File: src/rtl/msrc_pkg.sv
// ----------------------------------------------------------------------------
// msrc_pkg
// shared types and constants of the modbus sensor reply checker
// ----------------------------------------------------------------------------
package msrc_pkg;

   // reply framing
   localparam int REPLY_BYTES = 19;
   localparam int WORDS       = 7;
   localparam int WORD_IDX_W  = $clog2(WORDS);

   typedef logic [4:0]  count_type;
   typedef logic [15:0] word_type;
   typedef word_type [WORDS-1:0] word_array_type;

   localparam count_type COUNT_FULL  = 5'(REPLY_BYTES);
   localparam count_type CRC_LO_AT   = 5'(REPLY_BYTES - 2);
   localparam count_type CRC_HI_AT   = 5'(REPLY_BYTES - 1);
   localparam count_type WORD_FIRST  = 5'd3;
   localparam count_type WORD_LAST   = 5'd16;
   localparam count_type WORD_OFFSET = 5'd4;

   // crc-16/modbus
   localparam word_type CRC_INIT = 16'hFFFF;
   localparam word_type CRC_POLY = 16'hA001;

   localparam logic [6:0] FAIL_LIMIT_RESET = 7'd60;

   // request codes
   localparam logic [1:0] FUNC_BYTE      = 2'd0;
   localparam logic [1:0] FUNC_END       = 2'd1;
   localparam logic [1:0] FUNC_SEND_FAIL = 2'd2;

   // result status codes
   localparam logic [1:0] STATUS_OK         = 2'd0;
   localparam logic [1:0] STATUS_LENGTH     = 2'd1;
   localparam logic [1:0] STATUS_CRC        = 2'd2;
   localparam logic [1:0] STATUS_NOT_SENT   = 2'd3;

   // one processing step, issued by the top level
   typedef struct packed {
      logic byte_en;
      logic clear;
      logic end_en;
      logic fail_en;
   } op_type;

   // receiver view of the current reply
   typedef struct packed {
      logic full;
      logic crc_match;
   } rx_status_type;

endpackage

File: src/rtl/msrc_crc_byte.sv
// ----------------------------------------------------------------------------
// msrc_crc_byte
// one byte of crc-16/modbus, eight shift steps unrolled
// ----------------------------------------------------------------------------
module msrc_crc_byte (
   input  msrc_pkg::word_type crc_cur,
   input  logic [7:0]         data_byte,
   output msrc_pkg::word_type crc_next
);

   always_comb begin
      msrc_pkg::word_type c;
      c = crc_cur ^ {8'h00, data_byte};
      for (int k = 0; k < 8; k++) begin
         if (c[0]) begin
            c = (c >> 1) ^ msrc_pkg::CRC_POLY;
         end else begin
            c = c >> 1;
         end
      end
      crc_next = c;
   end

endmodule

File: src/rtl/msrc_receiver.sv
// ----------------------------------------------------------------------------
// msrc_receiver
// byte counter, running crc, received crc and capture of the seven readings
// ----------------------------------------------------------------------------
module msrc_receiver (
   input  logic                     clock,
   input  logic                     reset,
   input  msrc_pkg::op_type         op,
   input  logic [7:0]               rx_byte,
   output msrc_pkg::rx_status_type  rx_status,
   output msrc_pkg::word_array_type capture_words
);

   msrc_pkg::count_type       count_ff, count_in;
   msrc_pkg::word_type        crc_ff, crc_in;
   logic [7:0]                hold_ff, hold_in;
   msrc_pkg::word_type        crc_rx_ff, crc_rx_in;
   msrc_pkg::word_array_type  capture_ff;
   msrc_pkg::word_type        crc_next;
   msrc_pkg::count_type       cap_off;
   logic [msrc_pkg::WORD_IDX_W-1:0] cap_idx;
   logic                      cap_we;

   msrc_crc_byte u_crc (
      .crc_cur   (crc_ff),
      .data_byte (rx_byte),
      .crc_next  (crc_next)
   );

   // reading slot for an even byte position 4..16
   assign cap_off = count_ff - msrc_pkg::WORD_OFFSET;
   assign cap_idx = cap_off[msrc_pkg::WORD_IDX_W:1];

   always_comb begin
      count_in  = count_ff;
      crc_in    = crc_ff;
      hold_in   = hold_ff;
      crc_rx_in = crc_rx_ff;
      cap_we    = 1'b0;
      if (op.clear) begin
         count_in  = '0;
         crc_in    = msrc_pkg::CRC_INIT;
         hold_in   = '0;
         crc_rx_in = '0;
      end else if (op.byte_en && (count_ff < msrc_pkg::COUNT_FULL)) begin
         if (count_ff < msrc_pkg::CRC_LO_AT) begin
            crc_in = crc_next;
         end
         if ((count_ff >= msrc_pkg::WORD_FIRST) && (count_ff <= msrc_pkg::WORD_LAST)) begin
            if (count_ff[0]) begin
               hold_in = rx_byte;
            end else begin
               cap_we = 1'b1;
            end
         end else if (count_ff == msrc_pkg::CRC_LO_AT) begin
            crc_rx_in = {crc_rx_ff[15:8], rx_byte};
         end else if (count_ff == msrc_pkg::CRC_HI_AT) begin
            crc_rx_in = {rx_byte, crc_rx_ff[7:0]};
         end
         count_in = count_ff + 5'd1;
      end
   end

   always_ff @(posedge clock) begin
      if (reset) begin
         count_ff  <= '0;
         crc_ff    <= msrc_pkg::CRC_INIT;
         hold_ff   <= '0;
         crc_rx_ff <= '0;
      end else begin
         count_ff  <= count_in;
         crc_ff    <= crc_in;
         hold_ff   <= hold_in;
         crc_rx_ff <= crc_rx_in;
      end
   end

   always_ff @(posedge clock) begin
      if (cap_we) begin
         capture_ff[cap_idx] <= {hold_ff, rx_byte};
      end
   end

   assign rx_status.full      = (count_ff == msrc_pkg::COUNT_FULL);
   assign rx_status.crc_match = (crc_ff == crc_rx_ff);
   assign capture_words       = capture_ff;

endmodule

File: config.mk
export PLATFORM = sky130hd
export DESIGN_NAME = msrc_receiver
export DESIGN_NICKNAME = d
export VERILOG_FILES = /design/src/rtl/msrc_pkg.sv /design/src/rtl/msrc_crc_byte.sv /design/src/rtl/msrc_receiver.sv
export SDC_FILE = /design/constraint.sdc
export NUM_CORES = 1
export LEC_CHECK = 0
export ABC_AREA = 1
export BUFFER_PORTS_ARGS = -buffer_cell sky130_fd_sc_hd__buf_4
export CORE_MARGIN = 1
export CORE_UTILIZATION = 55
export CTS_CLUSTER_DIAMETER = 120
export DETAILED_ROUTE_END_ITERATION = 10
export GPL_TIMING_DRIVEN = 0
export HOLD_SLACK_MARGIN = 0.06
export PLACE_DENSITY = 0.77
export SLEW_MARGIN = 15
export SYNTH_ARGS = -nofsm -noshare
export SYNTH_HDL_FRONTEND = slang
export SYNTH_HIERARCHICAL = 1
export SYNTH_SLANG_ARGS = --single-unit
File: constraint.sdc
create_clock -name clock -period 5 [get_ports clock]
set_clock_uncertainty 0.1 [all_clocks]
set_input_delay 1.25 -clock clock [delete_from_list [all_inputs] [get_ports clock]]
set_output_delay 1.25 -clock clock [all_outputs]
set_load 0.005 [all_outputs]
# Word-level counts from Yosys, hierarchy flattened
# Index checks and enable logic that the tools add are counted.
dict set report word_totals {
  register_bits 157
  input_bits 14
  out_inout_bits 114
  elab_cells 59
}
dict set report op_classes {
  addsub 2
  n_lt_le_gt_ge 6
  eq_ne 4
  n_mux 16
  n_bitwise 11
  reduce_logical 8
}
# op count
set op_table {}
lappend op_table {{two-way mux 16 bit} 9}
lappend op_table {{bitwise mux 112 bit} 1}
lappend op_table {{demux 16 bit (select 3 bit)} 1}
lappend op_table {{inverter 2 -> 3 bit} 8}
lappend op_table {{== test 16 bit} 1}
lappend op_table {{bitwise XOR 16 x 8 -> 16 bit} 1}
lappend op_table {{== test 5 bit, second input constant} 3}
lappend op_table {{< comparator 5 bit, second input constant} 2}
lappend op_table {{two-way mux 8 bit} 1}
lappend op_table {{AND reduction 3 bit} 2}
lappend op_table {{adder 5 x 1 -> 5 bit, second input constant} 1}
lappend op_table {{greater-or-equal comparator 5 x 2 -> 1 bit, second input constant} 1}
lappend op_table {{less-or-equal comparator 5 bit, second input constant} 1}
lappend op_table {{< comparator 3 x 4 -> 1 bit, second input constant} 1}
lappend op_table {{two-way mux 1 bit} 4}
lappend op_table {{AND reduction 4 bit} 1}
lappend op_table {{subtractor 4 x 3 -> 4 bit, second input constant} 1}
lappend op_table {{greater-or-equal comparator 3 x 1 -> 1 bit, second input constant} 1}
lappend op_table {{logical AND 1 bit} 3}
lappend op_table {{inverter 1 bit} 2}
lappend op_table {{AND reduction 2 bit} 1}
lappend op_table {{OR reduction 2 bit} 1}

# Longest topological paths before layout
# Gate-level depths: netlist (run 1).
dict set report depth {
  depth_word 17
  ltp_mapped 15
  mapped_depth_nobuf 15
}

# Hierarchy
# Netlist (run 1), hierarchy kept.
# mod n_inst cells_per_inst area_each_um2 seq_area_each_um2
set modules_own_cells {}
lappend modules_own_cells {msrc_receiver 1 430 5706.7 4264.1}
lappend modules_own_cells {msrc_crc_byte 1 65 445.4 0.0}

# Least setup slack after synthesis (run 1)
# Ideal clock, no wire load.
dict set report synth_timing {
  kind {input to register}
  startpoint {input port op[3] in the netlist's numbering}
  endpoint {register capture_ff, in the netlist capture_words[16] (enable)}
  setup_time_ns 0.388
  arrival_time_ns 2.319
  required_ns 4.512
  slack_ns 2.193
  stages 4
  n_path_buf 0
  cell_sequence {nand2_8 nor2_1 nand4_2 nor2_1}
}
dict set report synth_between {
  elab_chain_len 3
}
# item line
set synth_lines {}
lappend synth_lines {{start, declared} msrc_receiver.sv:8} ;# input msrc_pkg::op_type op,
lappend synth_lines {{logical AND 1 bit} msrc_receiver.sv:45} ;# end else if (op.byte_en && (count_ff < msrc_pkg::COUNT_FULL)) begin
lappend synth_lines {{two-way mux 1 bit} msrc_receiver.sv:45}
lappend synth_lines {{two-way mux 1 bit} msrc_receiver.sv:40} ;# if (op.clear) begin
lappend synth_lines {{end signal, assigned by index} msrc_receiver.sv:80} ;# capture_ff[cap_idx] <= {hold_ff, rx_byte};
lappend synth_lines {{end, declared} msrc_receiver.sv:18} ;# msrc_pkg::word_array_type capture_ff;
# Every way passes these cells.
# A chain may end at the register's enable or synchronous reset.

==> reports/metrics.yaml, run 1 <==
worst_setup_path:
  slowest_stage: "dfxtp_1"
  critical_path_class: "register to output port"
  critPathTopFamily: "flip-flops"
  required_ns: 3.65
  start_kind: "register"
  worstPathCellList: "xnor2_1 > o21ai_0 > nor2_1 > nand2_1 > nor2_1 > buf_4"
  setup.worst_path.end_class: "output port"
  crit_top_cell: "nor2_1"
  path_buf_inv: 1
  cp.arrival_ns: 1.75
  cpPeakStageDelay_ns: 0.48
  critical_path.max_fanout: 5
cts:
  post_cts_resized: 0
  ctsHoldBuffers: 0
  cts-root-buf: "clkbuf_8"
  htree_levels: 4
  clock-sinks: 157
  cts.clk_slew.worst_paths_ns: 0.07
  cts_buffers: 17
  clock_path_buffers: 2
  insertion_delay_ns: 0.53
  post_cts_buffers: 0
  tritoncts: "done"
synth:
  synth_top_area_cell: "edfxtp_1"
  ys_seq_area_share_pct: 69.31
  syn_area_sq_um: 6152
  ys_warn_count: 6
  avgSynthCellArea_sq_um: 12.43
  yosys-top-cells-area: "edfxtp_1, dfxtp_1, nand3_1"
  syn_inst: 495
  synth_nets: 513
  yosys_register_bits: 157
  ys_types: 30
  yosysTopAreaCellShare_pct: 54.67
final_layout:
  finalNetCount: 663
  n_antenna_cell: 0
  final_core_util_pct: 72.82
  layout_common_cells: "buf_4, edfxtp_1, nand2_1, nor2_1, nand3_1"
  areaGrowthSynthToFinish_pct: 28.88
  layout_commonest_cell: "buf_4"
  drive_gt1_share_pct: 35.26
global_routing:
  grt_pass1_vias: 3896
  overflow: 0
  grtUsageTotal_pct: 24.70
  grt_max_degree: 17
  grt_pass1_wl_um: 20760
  antenna_found_initial: 0
routing:
  first_pass_iters: 5
  top_layer: "met4"
  wl_met2_um: 6647
  wl_met3_um: 1038
  viasPerCell: 5.267
  vias: 4203
  route.antenna.remaining_nets: 0
  drt-total-wl_um: 13850
  routedWlPerCell_um: 17.35
  wl_met1_um: 6011
  drc_errors: 0
  drt_iter0_drc: 319
status:
  outcome: "finished clean"
timing:
  slew_headroom_pct: 40.53
  hold_viol: 0
  slew_viol_final: 0
  finalCritPeriodShare_pct: 61.93
  finalSetupViolCount: 0
  period_needed_ns: 3.097
  fmax_mhz: 322.9
  timing.hold.ws_ns: 0.4025
  tightest_slew_ns: 0.8910
  rsz0062_at_grt: "no"
  finalSetupTns_ns: 0
floorplanning:
  die_y_um: 107.8
  die_w_um: 107.8
  dieArea_sq_um: 11610
  ios: 128
  initial_core_util_pct: 56.50
  core_sq_um: 10890
  core.rowCount: 38
power_and_ir_drop:
  power_leakage_uw: 0.003309
  ir_drop_uv: 274.9
  total_power_uw: 2789
  power_density_nw_per_um2: 351.8
place:
  port_buffers: 125
  gp_congestion: 0.9086
  dp_hpwl_um: 9840
job:
  cap_viol_max_count: 0
hold_path:
  hold_path_class: "register to register"
## synthesized netlist by cell type
| cell | number |
|---|---|
| buf_4 | 6 |
| edfxtp_1 | 112 |
| inv_4 | 1 |
| ha_1 | 4 |
| o21ai_0 | 4 |
| xor2_1 | 15 |
| dfxtp_1 | 45 |
| inv_1 | 27 |
| a21boi_1 | 1 |
| nand2_4 | 8 |
| nor2_4 | 5 |
| nor2_2 | 2 |
| xnor2_1 | 13 |
| buf_6 | 1 |
| nand4_1 | 2 |
| nand4_2 | 1 |
| inv_2 | 3 |
| nand3_1 | 60 |
| a21oi_1 | 3 |
| nand3_2 | 15 |
| buf_8 | 2 |
| buf_2 | 2 |
| xnor2_2 | 2 |
| nand2_8 | 1 |
| nand2_2 | 12 |
| clkbuf_1 | 4 |
| nor2_1 | 67 |
| nor3_1 | 4 |
| o21ai_4 | 1 |
| nand2_1 | 72 |
## layout make-up
type,instances,area (sq um)
flip-flops and latches,157,4264
fillers,707,2959
multi-input cells,292,1675
repair buffers,131,1017
clock buffers,17,414.1
well taps,140,175.2
clock inverters,15,152.6
inverters,31,118.9
plain buffers,15,111.4
## sequential cells by signal, summed over array words and instances, names as in the netlist
name / cells
hold_ff: 8
crc_ff: 16
count_ff: 5
crc_rx_ff: 16
capture_words: 112
## worst paths after layout
path | start | to | slack [ns] | depth (start not counted)
worst max-delay path | crc_ff[0] | rx_status[0] | 1.90 | 6
worst min-delay path | crc_ff[12] | crc_ff[12] | 0.40 | 2
worst max register to register | count_ff[0] | capture_words[97] | 2.41 | 8
worst min register to register | crc_ff[12] | crc_ff[12] | 0.40 | 2
## power breakdown
part           switching, uW  internal [uW]  leakage (uW)  total (uW)
Combinational           99.0           60.6       0.00152         160
Clock                    551            677      0.000275        1230
Sequential              11.4           1390       0.00151        1400
## worst register-to-register path: stages, from the launching register on
cell,delay (ns)
dfxtp_1,0.51
ha_1,0.23
inv_1,0.08
nand3_1,0.09
nand2_1,0.08
nand2_4,0.10
buf_6,0.15
nand3_2,0.15
nor2_2,0.71
## per-stage QoR
step	instance area [sq um]	worst slack [ns]	instances
after floorplan	6152	2.193	495
after global placement	7266	1.379	760
after detailed placement	7362	1.946	766
after CTS	7929	1.907	798
after global routing	7929	1.799	798
final	7929	1.903	798
## per-layer routing
metal	vias to the layer above	global-route usage (%)
met2	206	40.02
met4	0	5.675
met3	17	6.901
li1	1981	-
met1	1999	33.13
met5	-	0
## cell families after synthesis
group                    Yosys count  synth area share [%]
AO/OA/AOI/OAI                      9                0.9559
XOR/XNOR                          30                 4.515
adder cells (fa/ha/maj)            4                0.8135
buffers and inverters             46                 3.742
flip-flops                       157                 69.31
AND/OR/NAND/NOR                  249                 20.66
Note: power is estimated with default switching activity, not from simulation.
==> inputs of run 2 (changes only) <==
--- a/config.mk
+++ b/config.mk
@@ -5,15 +5,15 @@
 export SDC_FILE = /design/constraint.sdc
 export NUM_CORES = 1
 export LEC_CHECK = 0
-export ABC_AREA = 1
+export ABC_AREA = 0
 export BUFFER_PORTS_ARGS = -buffer_cell sky130_fd_sc_hd__buf_4
 export CORE_MARGIN = 1
-export CORE_UTILIZATION = 55
+export CORE_UTILIZATION = 48
 export CTS_CLUSTER_DIAMETER = 120
 export DETAILED_ROUTE_END_ITERATION = 10
 export GPL_TIMING_DRIVEN = 0
 export HOLD_SLACK_MARGIN = 0.06
-export PLACE_DENSITY = 0.77
+export PLACE_DENSITY = 0.72
 export SLEW_MARGIN = 15
 export SYNTH_ARGS = -nofsm -noshare
 export SYNTH_HDL_FRONTEND = slang
==> constraint.sdc (replaced) <==
create_clock -name clock -period 2.7 [get_ports clock]
set_clock_uncertainty 0.1 [all_clocks]
set_input_delay 0.675 -clock clock [delete_from_list [all_inputs] [get_ports clock]]
set_output_delay 0.675 -clock clock [all_outputs]
set_load 0.005 [all_outputs]
==> reports/metrics.yaml, run 2 <==
place:
  dp_cells: 653  # was 766
  place_ws_ns: -0.6071  # was 1.946 ns
  gp_congestion: 0.8445  # was 0.9086
  port_buffers: 124  # was 125
  placed_cell_area_sq_um: 6869  # was 7362 sq um
  dp_hpwl_um: 8257  # was 9840 um
timing:
  tightest_slew_ns: 0.8181  # was 0.8910 ns
  period_needed_ns: 2.548
  timing.hold.ws_ns: 0.4070  # was 0.4025 ns
  fmax_mhz: 392.4
  finalSetupViolCount: 0  # unchanged
  rsz0062_at_grt: "no"  # unchanged
  slew_viol_final: 0  # unchanged
  finalCritPeriodShare_pct: 94.39
  hold_viol: 0  # unchanged
  slew_headroom_pct: 45.05  # was 40.53%
  setup_ws_ns: 0.1516  # was 1.903 ns
synth:
  ys_seq_area_share_pct: 75.12  # was 69.31%
  synth_common_cells: "edfxtp_1, nand2_1, dfxtp_1"  # was edfxtp_1, nand2_1, nor2_1
  syn_area_sq_um: 5677  # was 6152 sq um
  synth_edf_count: 112  # unchanged
  ys_warn_count: 6  # unchanged
  yosys_register_bits: 157  # unchanged
  syn_inst: 382  # was 495
  synth_top_area_cell: "edfxtp_1"  # unchanged
  yosys-top-cells-area: "edfxtp_1, dfxtp_1, xnor2_1"  # was edfxtp_1, dfxtp_1, nand3_1
  synth_nets: 400  # was 513
  ys.flop_type: "edfxtp_1"  # unchanged
  ys_types: 35  # was 30
  async_reset_ff_share_pct: 0  # unchanged
  yosysTopAreaCellShare_pct: 59.25  # was 54.67%
  avgSynthCellArea_sq_um: 14.86  # was 12.43 sq um
  synth.most_common_cell: "edfxtp_1"  # unchanged
floorplanning:
  initial_core_util_pct: 49.50  # was 56.50%
  core.rowCount: 39  # was 38
  core_sq_um: 11470  # was 10890 sq um
  ios: 128  # unchanged
  dieArea_sq_um: 12270  # was 11610 sq um
  die_w_um: 110.8  # was 107.8 um
  die_y_um: 110.8  # was 107.8 um
cts:
  clock-sinks: 157  # unchanged
  htree_levels: 4  # unchanged
  tritoncts: "done"  # unchanged
  ctsHoldBuffers: 0  # unchanged
  insertion_delay_ns: 0.42  # was 0.53 ns
  clock_path_buffers: 2  # unchanged
  cts.clk_slew.worst_paths_ns: 0.06  # was 0.07 ns
  cts-root-buf: "clkbuf_16"  # was clkbuf_8
  cts_buffers: 17  # unchanged
final_layout:
  finalNetCount: 550  # was 663
  largest_reg_flops: 112  # unchanged
  drive_gt1_share_pct: 33.76  # was 35.26%
  layout_common_cells: "buf_4, edfxtp_1, nand2_1, dfxtp_1, xnor2_1"  # was buf_4, edfxtp_1, nand2_1, nor2_1, nand3_1
  layout_commonest_cell: "buf_4"  # unchanged
  fill_cells: 796  # was 707
  multi_input_area_sq_um: 1323  # was 1675 sq um
  final_core_util_pct: 65.68  # was 72.82%
  finalNonFillerCells: 688  # was 798
  n_antenna_cell: 0  # unchanged
  areaGrowthSynthToFinish_pct: 32.69  # was 28.88%
  final_area_sq_um: 7532  # was 7929 sq um
  final-seq-area_sq_um: 4264  # unchanged
worst_setup_path:
  cpPeakStageDelay_ns: 0.43  # was 0.48 ns
  slowest_stage: "nor2_2"  # was dfxtp_1
  critPathTopFamily: "simple AND/OR/NAND/NOR gates"  # was flip-flops
  setup.worst_path.end_class: "register"  # was output port
  start_kind: "register"  # unchanged
  path_buf_inv: 3  # was 1
  required_ns: 2.72  # was 3.65 ns
  worstPathCellList: "buf_2 > inv_1 > ha_1 > nand3_1 > o32ai_1 > nand2_1 > nor2_2 > buf_6"  # was xnor2_1 > o21ai_0 > nor2_1 > nand2_1 > nor2_1 > buf_4
  critical_path_class: "register to register"  # was register to output port
  cp.arrival_ns: 2.57  # was 1.75 ns
  critical_path.max_fanout: 11  # was 5
global_routing:
  overflow: 0  # unchanged
  grt_pass1_vias: 3573  # was 3896
  antenna_found_initial: 0  # unchanged
  met2_usage_pct: 33.04  # was 40.02%
  grt_busiest_layer: "met2"  # unchanged
  grtUsageTotal_pct: 21.26  # was 24.70%
  gr-usage-met3_pct: 7.654  # was 6.901%
  grtUsageMet1_pct: 27.73  # was 33.13%
  grt_pass1_wl_um: 19580  # was 20760 um
  grt_max_degree: 17  # unchanged
hold_path:
  hold_path_class: "register to register"  # unchanged
routing:
  first_pass_iters: 4  # was 5
  routedWlPerCell_um: 18.11  # was 17.35 um
  route.antenna.remaining_nets: 0  # unchanged
  drt-total-wl_um: 12460  # was 13850 um
  drc_errors: 0  # unchanged
  viasPerCell: 5.103  # was 5.267
  drt_iter0_drc: 253  # was 319
  vias: 3511  # was 4203
power_and_ir_drop:
  ir_drop_uv: 453.1  # was 274.9 uV
  power_leakage_uw: 0.003043  # was 0.003309 uW
  power_density_nw_per_um2: 707.2  # was 351.8 nW/um^2
status:
  outcome: "finished clean"  # unchanged
job:
  cap_viol_max_count: 0  # unchanged
-- run 2: cell types whose count changed after synthesis, moves of 6 or more --
cell	delta
clkbuf_1	+6
inv_1	-22
mux2i_1	+17
nand2_1	-26
nand2_2	-12
nand2_4	-8
nand3_1	-33
nand3_2	-15
nor2_1	-40
xnor2_1	+18
xor2_1	-8
-- run 2: what timing repair did --
action | CTS | global route
endpoints found under the setup margin | 16 | 32
pin swaps | 1 | 0
buffers inserted | 3 | 0
hold endpoints to repair | 0 | 0
resized for setup | 0 | 2
-- run 2: tightest hold or removal path: stages (launching register included) --
cell     delay, ns
dfxtp_1       0.33
nand2_1       0.06
nand3_1       0.06
-- run 2: cell type report --
type                    instances  area share (%)
repair buffers                131           13.36
flip-flops and latches        157           56.61
plain buffers                  21           1.478
well taps                     143           2.375
clock buffers                  24           6.661
multi-input cells             199           17.56
inverters                       5          0.2492
clock inverters                 8           1.711
-- run 2: path summary, 6_finish.rpt --
path	from	to	slack [ns]	depth (start not counted)
hold / removal	crc_ff[8]	crc_ff[8]	0.41	2
setup / recovery	count_ff[0]	capture_words[69]	0.15	8
hold reg to reg	crc_ff[8]	crc_ff[8]	0.41	2
setup reg to reg	count_ff[0]	capture_words[69]	0.15	8
-- run 2: cell families after synthesis --
logic type | Yosys count | synth area share, %
compound gates | 18 | 2.006
xor+xnor | 42 | 7.119
fa+ha+maj | 4 | 0.8817
buf+inv | 26 | 2.292
flops | 157 | 75.12
mux | 17 | 2.998
simple gates | 118 | 9.588
-- run 2: routing by layer --
| layer | up-vias | share of wire, % |
|---|---|---|
| li1 | 1654 | - |
| met1 | 1729 | 45 |
| met2 | 120 | 48 |
| met3 | 8 | 5.9 |
| met4 | 0 | 0.90 |
| met5 | - | 0 |
-- run 2: per-stage QoR --
step	setup TNS [ns]	power (uW)
after floorplan	0	2829
after global placement	-60.21	2895
after detailed placement	-15.38	2898
after CTS	0	5357
after global routing	0	5501
final	0	5327
-- run 2: power by group --
group / leakage, uW / internal (uW) / total (uW) / switching [uW]
Combinational: 0.00122 / 117 / 254 / 137
Clock: 0.000307 / 1580 / 2480 / 896
Sequential: 0.00152 / 2580 / 2590 / 16.7
